[config.mk]
export PLATFORM = sky130hd
export DESIGN_NAME = pixel_color_depth_classifier
export DESIGN_NICKNAME = d
export VERILOG_FILES = /design/src/rtl/pcdc_pkg.sv /design/src/rtl/pcdc_pixel_check.sv /design/src/rtl/pixel_color_depth_classifier.sv
export SDC_FILE = /design/constraint.sdc
export NUM_CORES = 1
export LEC_CHECK = 0
export ABC_AREA = 1
export ABC_CLOCK_PERIOD_IN_PS = 3900
export BUFFER_PORTS_ARGS = -buffer_cell sky130_fd_sc_hd__buf_2
export CAP_MARGIN = 20
export CORE_UTILIZATION = 57
export CTS_CLUSTER_DIAMETER = 120
export DETAILED_ROUTE_END_ITERATION = 16
export PLACE_DENSITY_LB_ADDON = 0.2
export SYNTH_ARGS = -nofsm -noshare
export SYNTH_HDL_FRONTEND = slang
export SYNTH_SLANG_ARGS = --single-unit
[constraint.sdc]
create_clock -name clk -period 3.9 [get_ports clk]
set_input_delay 0.39 -clock clk [delete_from_list [all_inputs] [get_ports clk]]
set_output_delay 0.39 -clock clk [all_outputs]
set_load 0.01 [all_outputs]
[src/rtl/pcdc_pkg.sv]
// Package for the pixel color depth classifier.
// Holds the format codes, the pixel test flags and the expansion lookup masks.
// No dependencies.
`default_nettype none

package pcdc_pkg;

  typedef enum logic [1:0] {
    FMT_555 = 2'd0,
    FMT_565 = 2'd1,
    FMT_888 = 2'd2
  } fmt_t;

  // Per-pixel test results.
  typedef struct packed {
    logic fits_555;
    logic fits_565;
  } pix_flags_t;

  localparam int unsigned ChanWidth = 8;
  localparam int unsigned ChanCodes = 1 << ChanWidth;

  // Bit v is set when v = ceil((i*510/31)/2) for some i in 0..31.
  function automatic logic [ChanCodes-1:0] build_exp5_mask();
    logic [ChanCodes-1:0] m;
    int unsigned          x;
    m = '0;
    for (int unsigned i = 0; i <= 31; i++) begin
      x = (i * 510) / 31;
      m[ChanWidth'((x + (x & 1)) >> 1)] = 1'b1;
    end
    return m;
  endfunction

  // Same for the 6-bit codes, i in 0..63.
  function automatic logic [ChanCodes-1:0] build_exp6_mask();
    logic [ChanCodes-1:0] m;
    int unsigned          x;
    m = '0;
    for (int unsigned i = 0; i <= 63; i++) begin
      x = (i * 510) / 63;
      m[ChanWidth'((x + (x & 1)) >> 1)] = 1'b1;
    end
    return m;
  endfunction

  localparam logic [ChanCodes-1:0] EXP5_MASK = build_exp5_mask();
  localparam logic [ChanCodes-1:0] EXP6_MASK = build_exp6_mask();

endpackage

`default_nettype wire

[src/rtl/pcdc_pixel_check.sv]
// Per-pixel membership tests against the 5-bit and 6-bit expansion sets.
// Depends on pcdc_pkg (masks, pix_flags_t).
`default_nettype none

module pcdc_pixel_check (
  input  wire logic [7:0]             red,
  input  wire logic [7:0]             green,
  input  wire logic [7:0]             blue,
  input  wire logic [7:0]             alpha,
  output pcdc_pkg::pix_flags_t        flags
);

  logic rb_ok;
  logic transparent;

  assign rb_ok       = pcdc_pkg::EXP5_MASK[red] & pcdc_pkg::EXP5_MASK[blue];
  assign transparent = (alpha == 8'd0);

  // Transparent pixels never disqualify a row.
  assign flags.fits_555 = transparent | (rb_ok & pcdc_pkg::EXP5_MASK[green]);
  assign flags.fits_565 = transparent | (rb_ok & pcdc_pkg::EXP6_MASK[green]);

endmodule

`default_nettype wire

[src/rtl/pixel_color_depth_classifier.sv]
// Pixel color depth classifier, top level. Uses pcdc_pkg and pcdc_pixel_check.
// A pixel is registered in the input stage, then tested and folded into the row/image
// state; the format code is loaded into the output register when the image-end pixel
// leaves the input stage. Throughput: one pixel per cycle, set by the
// single input stage; it stalls only when an image-end pixel meets a full output.
// Reset (rst_n low, synchronous): stages empty, row flags 1, format 555.
`default_nettype none

module pixel_color_depth_classifier (
  input  wire logic       clk,
  input  wire logic       rst_n,
  input  wire logic       in_valid,
  output logic            in_ready,
  input  wire logic [7:0] in_red,
  input  wire logic [7:0] in_green,
  input  wire logic [7:0] in_blue,
  input  wire logic [7:0] in_alpha,
  input  wire logic       in_row_end,
  input  wire logic       in_image_end,
  output logic            out_valid,
  input  wire logic       out_ready,
  output logic [1:0]      out_format_code
);

  // Input stage
  logic       s1_valid_r;
  logic [7:0] s1_red_r, s1_green_r, s1_blue_r, s1_alpha_r;
  logic       s1_row_end_r, s1_image_end_r;
  logic       s1_adv;

  // Classification state
  logic             row555_r, row555_nxt;
  logic             row565_r, row565_nxt;
  pcdc_pkg::fmt_t   fmt_r, fmt_nxt, fmt_closed;

  // Output register
  logic             out_valid_r, out_valid_nxt;
  pcdc_pkg::fmt_t   out_fmt_r;

  pcdc_pkg::pix_flags_t pix_flags;
  logic                 f555, f565;

  // Only an image-end transaction needs room in the output register.
  assign s1_adv   = s1_valid_r & ~(s1_image_end_r & out_valid_r & ~out_ready);
  assign in_ready = ~s1_valid_r | s1_adv;

  always_ff @(posedge clk) begin
    if (!rst_n) begin
      s1_valid_r <= 1'b0;
    end else if (in_ready) begin
      s1_valid_r <= in_valid;
    end
  end

  always_ff @(posedge clk) begin
    if (in_valid && in_ready) begin
      s1_red_r       <= in_red;
      s1_green_r     <= in_green;
      s1_blue_r      <= in_blue;
      s1_alpha_r     <= in_alpha;
      s1_row_end_r   <= in_row_end;
      s1_image_end_r <= in_image_end;
    end
  end

  pcdc_pixel_check u_check (
    .red   (s1_red_r),
    .green (s1_green_r),
    .blue  (s1_blue_r),
    .alpha (s1_alpha_r),
    .flags (pix_flags)
  );

  assign f555 = row555_r & pix_flags.fits_555;
  assign f565 = row565_r & pix_flags.fits_565;

  // Row-close decision; 888 is sticky until image end.
  always_comb begin
    fmt_closed = fmt_r;
    if (fmt_r != pcdc_pkg::FMT_888) begin
      if (!f555 && !f565) begin
        fmt_closed = pcdc_pkg::FMT_888;
      end else if (!f555 && fmt_r == pcdc_pkg::FMT_555) begin
        fmt_closed = pcdc_pkg::FMT_565;
      end
    end
  end

  always_comb begin
    row555_nxt    = row555_r;
    row565_nxt    = row565_r;
    fmt_nxt       = fmt_r;
    out_valid_nxt = out_valid_r & ~out_ready;
    if (s1_adv) begin
      row555_nxt = f555;
      row565_nxt = f565;
      if (s1_row_end_r || s1_image_end_r) begin
        row555_nxt = 1'b1;
        row565_nxt = 1'b1;
        fmt_nxt    = fmt_closed;
      end
      if (s1_image_end_r) begin
        fmt_nxt       = pcdc_pkg::FMT_555;
        out_valid_nxt = 1'b1;
      end
    end
  end

  always_ff @(posedge clk) begin
    if (!rst_n) begin
      row555_r    <= 1'b1;
      row565_r    <= 1'b1;
      fmt_r       <= pcdc_pkg::FMT_555;
      out_valid_r <= 1'b0;
    end else begin
      row555_r    <= row555_nxt;
      row565_r    <= row565_nxt;
      fmt_r       <= fmt_nxt;
      out_valid_r <= out_valid_nxt;
    end
  end

  always_ff @(posedge clk) begin
    if (s1_adv && s1_image_end_r) begin
      out_fmt_r <= fmt_closed;
    end
  end

  assign out_valid       = out_valid_r;
  assign out_format_code = out_fmt_r;

  // An image-end transaction must wait while the output is stalled.
  a_hold_on_stall: assert property (@(posedge clk) disable iff (!rst_n)
    (s1_valid_r && s1_image_end_r && out_valid_r && !out_ready) |=> s1_valid_r)
    else $error("image-end pixel dropped while output stalled");

  // State returns to its reset values after each image.
  a_image_restart: assert property (@(posedge clk) disable iff (!rst_n)
    (s1_adv && s1_image_end_r) |=>
      (fmt_r == pcdc_pkg::FMT_555 && row555_r && row565_r))
    else $error("state not restarted after image end");

  // 888 holds until the image closes.
  a_888_sticky: assert property (@(posedge clk) disable iff (!rst_n)
    (fmt_r == pcdc_pkg::FMT_888 && !(s1_adv && s1_image_end_r)) |=>
      (fmt_r == pcdc_pkg::FMT_888))
    else $error("888 format left before image end");

endmodule

`default_nettype wire

==> impl_metrics.csv, run 1 <==
group,metric,value,unit
setup_path,worstSetupPathType,"reg -> reg",
placement,place_inst,409,
final_layout,num_antenna_cells,0,
die,die_y,69.13,µm
cts,cts_buffers,5,
power,power_density,359.3,mW/mm²
detailed_routing,vias,2200,
setup_path,critPathSlowestCell,"inv_2",
die,dieArea,0.004779,mm²
cts,h-tree-depth,2,
final_layout,fin_cells,417,
setup_path,crit_buf_inv,2,
die,start_util,0.5899,
timing,drv_slew,0,
setup_path,r2r_slack,1.32,ns
timing,relSlewSlack,0.4737,
timing,fin_crit,2.579,ns
power,switching_share,0.2714,
final_layout,drive_above_1_share,0.1589,
cts,cts_hold_buf,0,
die,rows,24,
cts,clk_pin_slew,0.08,ns
synth,mappedNetlistNets,364,
detailed_routing,via_per_inst,5.276,
synth,yosysSeqAreaShare,0.4988,
final_layout,nNetsFinal,402,
final_layout,nFillCells,358,
timing,hold_viol_final,0,
power,p_int,0.0007477,W
global_route,grt_pass1_vias,1987,
setup_path,r2r_cells,10,
timing,worst_pin_slew,0.7884,ns
placement,dp_hpwl,3.610,mm
timing,finalCritPeriodShare,0.6612,
detailed_routing,drc,0,
cts,clk_latency,0.30,ns
power,seq_power_share,0.558,
die,io_pins,42,
setup_path,endpoint_kind,"register",
setup_path,cp_max_fo,40,
timing,clock_skew,0.003659,ns
worst_hold_path,hold_depth,1,
global_route,antenna_found_initial,0,
cts,cts_buffer_depth,2,
synth,ys_warn_count,0,
power,leakage,1.394,nW
setup_path,r2r_start,"s1_image_end_r$_DFFE_PN_",
placement,gp_congestion,0.8902,
die,coreArea,0.004354,mm²
timing,fmax,0.3878,GHz
synth,ys_types,24,
detailed_routing,firstDrtPassIters,4,
timing,finalSetupViolCount,0,
synth,synth_area_per_cell,7.879,µm²
setup_path,crit_arrival,2.78,ns
detailed_routing,wl,5.025,mm
detailed_routing,drt_iter0_drc,228,
global_route,grt_pass1_wl,8.604,mm
outcome,outcome,"finished, final reports clean",
cts,cts_resized,0,
worst_hold_path,hold_path_class,"in -> reg",
worst_hold_path,min-delay-start,"in_alpha[7]",
detailed_routing,wl_per_cell,12.05,µm
power,comb_power_share,0.161,
cts,post_cts_buffers,0,
detailed_routing,postRouteAntennaNets,0,
setup_path,critPathLaunchType,"register",
cts,cts.sinks,46,
setup_path,cp.required,4.10,ns
die,die_w,69.13,µm
run,cap_violations,0,
synth,ys_ff_latch,46,
synth,synth_cells,326,
global_route,grt_start_max_net_pins,41,
placement,detailed_place.area,0.002770,mm²
global_route,grtUsageTotal,0.2255,
setup_path,crit_family,"simple AND/OR/NAND/NOR gates",
setup_path,cpMostUsedCell,"nand2_1",
synth,netlist_area,0.002569,mm²
power,ir_worst_vdd,0.3019,mV
cts,root_buffer,"clkbuf_8",
timing,rsz0062_at_grt,"no",
final_layout,area_growth,11.20,%
placement,io_buffers,41,
power,p_sw,0.0002786,W
global_route,grt_overflow,0,
power,p_clk_frac,0.281,
setup_path,crit_chain,"nand4_4 -> nand2_4 -> inv_2 -> nand2_1 -> nand2_2 -> inv_1 -> nor2_1 -> nor2_1 -> nand2_1 -> nand2_1",
worst_hold_path,worst_hold_path.endpoint,"s1_alpha_r[7]$_DFFE_PN_",
cts,cts_tree,"yes",
setup_path,crit_path_max_incr_delay,0.69,ns
timing,tns,0,ns
final_layout,fin_area,0.002856,mm²
registers in the layout, summed over array words and instances (netlist names), named ones only:
register         flops
out_format_code      2
s1_green_r           8
s1_red_r             8
row555_r             1
s1_valid_r           1
s1_row_end_r         1
s1_blue_r            8
row565_r             1
fmt_r                2
s1_alpha_r           8
out_valid            1
s1_image_end_r       1
power groups by stage:
stage / Sequential (W) / Combinational, W / Clock (W)
after floorplan: 0.000580 / 0.000120 / 0
after global placement: 0.000583 / 0.000160 / 0
after detailed placement: 0.000584 / 0.000164 / 0
after CTS: 0.000572 / 0.000166 / 0.000295
after global routing: 0.000575 / 0.000190 / 0.000308
final: 0.000572 / 0.000165 / 0.000289
synthesized netlist by cell type:
library cell	instances	share of area
buf_1	1	0.0015
nand2_1	123	0.18
a21oi_1	6	0.012
buf_4	1	0.0029
clkbuf_1	1	0.0015
nor2_1	20	0.029
and2_0	2	0.0049
inv_1	30	0.044
or2_1	4	0.0097
buf_2	4	0.0078
o21ai_1	4	0.0078
edfxtp_1	36	0.42
nand4_4	1	0.0083
nand2_2	6	0.015
buf_6	3	0.013
nand3_1	43	0.084
dfxtp_1	10	0.078
inv_2	2	0.0029
o21ai_0	4	0.0078
nand4_1	7	0.017
nand3b_1	14	0.041
a211oi_1	1	0.0029
and3_1	2	0.0049
nand2_4	1	0.0044
per-layer routing:
layer	up-vias	global-route usage	wire [µm]
met5	-	0	0
met4	0	0.08390	102
met3	10	0.05117	208
met2	54	0.3668	2495
met1	993	0.2945	2219
li1	1143	-	-
cells in the final DEF (no fill, tap or decap):
cell type | netlist | layout
o21ai_0 | 4 | 4
o21ai_1 | 4 | 4
a211oi_1 | 1 | 1
clkinv_2 | 0 | 1
nand2_1 | 123 | 123
dfxtp_1 | 10 | 10
clkbuf_1 | 1 | 1
clkbuf_8 | 0 | 5
nand4_4 | 1 | 1
nand3b_1 | 14 | 14
inv_1 | 30 | 30
and3_1 | 2 | 2
nand2_2 | 6 | 6
inv_2 | 2 | 2
and2_0 | 2 | 2
nand3_1 | 43 | 43
nand4_1 | 7 | 7
buf_2 | 4 | 41
nor2_1 | 20 | 20
nand2_4 | 1 | 1
edfxtp_1 | 36 | 36
or2_1 | 4 | 4
clkinv_4 | 0 | 1
a21oi_1 | 6 | 6
cell families (layout without fill, tap and decap cells):
| family | Yosys count | after routing | synth area share |
|---|---|---|---|
| AND/OR/NAND/NOR | 223 | 223 | 0.3975 |
| flip-flops | 46 | 46 | 0.4988 |
| buffers and inverters | 42 | 81 | 0.07355 |
| AO/OA/AOI/OAI | 15 | 15 | 0.03020 |
worst max-delay path by stage:
stage / start / depth (start not counted) / endpoint
floorplan: s1_image_end_r$_DFFE_PN_ / 11 / register
global placement: out_ready / 11 / register
detailed placement: out_ready / 10 / register
CTS: s1_image_end_r$_DFFE_PN_ / 10 / register
global route: s1_image_end_r$_DFFE_PN_ / 10 / register
finish: s1_image_end_r$_DFFE_PN_ / 10 / register
per-stage QoR:
stage            util  setup slack, ns  hold slack, ns   power, W
2_1_floorplan       -            2.034          0.4273  0.0007000
3_3_place_gp   0.6362            1.355          0.4427  0.0007429
3_5_place_dp   0.6362            1.245          0.4420  0.0007481
4_1_cts        0.6560            1.290          0.2539   0.001033
5_1_grt        0.6560           0.9688          0.2498   0.001073
6_report       0.6560            1.321          0.2594   0.001026
final cells by class:
cell class	instances	area (µm²)	share of cell area
clock inverter	2	13.76	0.004818
clock buffer	6	72.57	0.02541
inverter	32	120.1	0.04205
sequential	46	1281	0.4485
tap	52	65.06	0.02278
multi-input combinational	238	1099	0.3846
timing repair buffer	41	205.2	0.07184
(Power assumes the default switching activity.)
==> run 2: changes to the inputs <==
--- a/config.mk
+++ b/config.mk
@@ -6,10 +6,10 @@
 export NUM_CORES = 1
 export LEC_CHECK = 0
 export ABC_AREA = 1
-export ABC_CLOCK_PERIOD_IN_PS = 3900
+export ABC_CLOCK_PERIOD_IN_PS = 2310
 export BUFFER_PORTS_ARGS = -buffer_cell sky130_fd_sc_hd__buf_2
 export CAP_MARGIN = 20
-export CORE_UTILIZATION = 57
+export CORE_UTILIZATION = 51
 export CTS_CLUSTER_DIAMETER = 120
 export DETAILED_ROUTE_END_ITERATION = 16
 export PLACE_DENSITY_LB_ADDON = 0.2
==> constraint.sdc (replaced) <==
create_clock -name clk -period 2.31 [get_ports clk]
set_input_delay 0.231 -clock clk [delete_from_list [all_inputs] [get_ports clk]]
set_output_delay 0.231 -clock clk [all_outputs]
set_load 0.01 [all_outputs]
==> impl_metrics.csv, run 2 (synthesized netlist as in run 1, its figures left out) <==
group,metric,value,unit
timing,fin_crit,1.788,ns
global_route,grtUsageTotal,0.2169,
worst_hold_path,hold_path_class,"in -> reg",
final_layout,final_common_cell,"nand2_1",
timing,finalSetupViolCount,0,
die,coreArea,0.004786,mm²
cts,cts.sinks,46,
setup_path,crit_family,"simple AND/OR/NAND/NOR gates",
final_layout,final_cell_mix,"nand2_1, nand3_1, buf_2, edfxtp_1, inv_1",
timing,hold_viol_final,0,
cts,h-tree-depth,2,
setup_path,critPathLaunch,"s1_image_end_r$_DFFE_PN_",
power,ir_worst_vdd,0.4171,mV
final_layout,drive_above_1_share,0.1752,
power,p_int,0.001373,W
placement,dp_hpwl,3.906,mm
setup_path,cp.required,2.50,ns
power,comb_power_share,0.156,
timing,clock_skew,0.003053,ns
final_layout,area_growth,14.56,%
setup_path,crit_path_max_incr_delay,0.46,ns
setup_path,critPathLaunchType,"register",
power,seq_power_share,0.527,
final_layout,fin_cells,438,
cts,post_cts_buffers,0,
power,leakage,1.435,nW
die,dieArea,0.005325,mm²
power,p_clk_frac,0.317,
global_route,grt_start_max_net_pins,34,
timing,relSlewSlack,0.7293,
setup_path,crit_arrival,1.98,ns
cts,cts_hold_buf,0,
die,rows,25,
detailed_routing,firstDrtPassIters,4,
cts,cts_tree,"yes",
final_layout,nNetsFinal,408,
setup_path,crit_chain,"nand4_4 -> nand2_4 -> buf_4 -> o21ai_0 -> inv_1 -> nand2_1 -> nor2_1 -> nand2_1 -> nand2_1",
final_layout,seqCellArea,0.001281,mm²
detailed_routing,via_per_inst,5.046,
outcome,outcome,"finished, final reports clean",
cts,cts_resized,0,
cts,root_buffer,"clkbuf_8",
detailed_routing,wl_per_cell,11.87,µm
setup_path,crit_buf_inv,2,
timing,rsz0062_at_grt,"no",
power,power_density,622.9,mW/mm²
setup_path,r2r_slack,0.52,ns
detailed_routing,wl,5.201,mm
setup_path,critPathSlowestCell,"edfxtp_1",
setup_path,worstSetupPathType,"reg -> reg",
run,cap_violations,0,
detailed_routing,drt_iter0_drc,132,
final_layout,num_antenna_cells,0,
placement,place_inst,430,
timing,fmax,0.5594,GHz
setup_path,crit_cells,9,
global_route,grt_pass1_wl,8.804,mm
cts,clk_pin_slew,0.08,ns
global_route,grt_overflow,0,
placement,gp_congestion,0.8893,
global_route,grt_pass1_vias,2014,
final_layout,final_core_util,0.6149,
cts,cts_buffers,5,
placement,io_buffers,41,
timing,tns,0,ns
die,die_w,72.97,µm
timing,finalCritPeriodShare,0.7739,
detailed_routing,postRouteAntennaNets,0,
setup_path,r2r_start,"s1_image_end_r$_DFFE_PN_",
final_layout,multiInputGateArea,0.001099,mm²
cts,cts_buffer_depth,2,
timing,worst_pin_slew,0.4017,ns
die,start_util,0.5367,
final_layout,nFillCells,429,
setup_path,cp_max_fo,22,
timing,drv_slew,0,
die,io_pins,42,
cts,clk_latency,0.29,ns
detailed_routing,drc,0,
power,p_sw,0.0004604,W
power,switching_share,0.2512,
detailed_routing,vias,2210,
die,die_y,72.97,µm
setup_path,endpoint_kind,"register",
global_route,antenna_found_initial,0,
setup_path,cpMostUsedCell,"nand2_1",
setup_path,r2r_cells,9,
run 2: cell count changes in the layout (fill, tap and decap cells not counted), sizes merged:
cell,delta
bufinv,+1
buf,+6
clkbuf,-1
run 2: area by class of cell:
type                            count  area share
Sequential cell                    46      0.4354
Clock buffer                        5     0.02338
Inverter                           32     0.04082
Timing Repair Buffer               47     0.08503
Tap cell                           67     0.02849
Clock inverter                      3     0.01361
Multi-Input combinational cell    238      0.3733
run 2: per-layer routing:
layer  track usage  share of wire
met5             0              0
met4       0.07190         0.0033
met3       0.04420          0.031
met2        0.3614           0.49
met1        0.2832           0.48
run 2: power by group through the flow:
stage / Clock [W] / Combinational [W] / Sequential (W)
global route: 0.000627 / 0.000328 / 0.000971
global placement: 0 / 0.000281 / 0.000984
detailed placement: 0 / 0.000284 / 0.000985
finish: 0.000581 / 0.000286 / 0.000966
floorplan: 0 / 0.000203 / 0.000979
CTS: 0.000600 / 0.000285 / 0.000966
run 2: worst min path at each step:
| stage | startpoint | cells after the start | to | slack (ns) |
|---|---|---|---|---|
| detailed placement | in_alpha[6] | 1 | s1_alpha_r[6]$_DFFE_PN_ | 0.41 |
| global placement | in_alpha[6] | 1 | s1_alpha_r[6]$_DFFE_PN_ | 0.41 |
| floorplan | in_alpha[0] | 0 | s1_alpha_r[0]$_DFFE_PN_ | 0.33 |
| global route | in_alpha[6] | 1 | s1_alpha_r[6]$_DFFE_PN_ | 0.09 |
| finish | in_alpha[6] | 1 | s1_alpha_r[6]$_DFFE_PN_ | 0.11 |
| CTS | in_alpha[6] | 1 | s1_alpha_r[6]$_DFFE_PN_ | 0.1 |
run 2: metrics by stage:
stage	worst slack [ns]	hold slack (ns)	power, W	cell area, µm²
finish	0.5222	0.1080	0.001833	2943
global route	0.2987	0.08751	0.001926	2943
floorplan	0.4437	0.3299	0.001182	2569
detailed placement	0.5391	0.4102	0.001269	2834
CTS	0.5197	0.09836	0.001852	2943
global placement	0.5474	0.4082	0.001264	2834
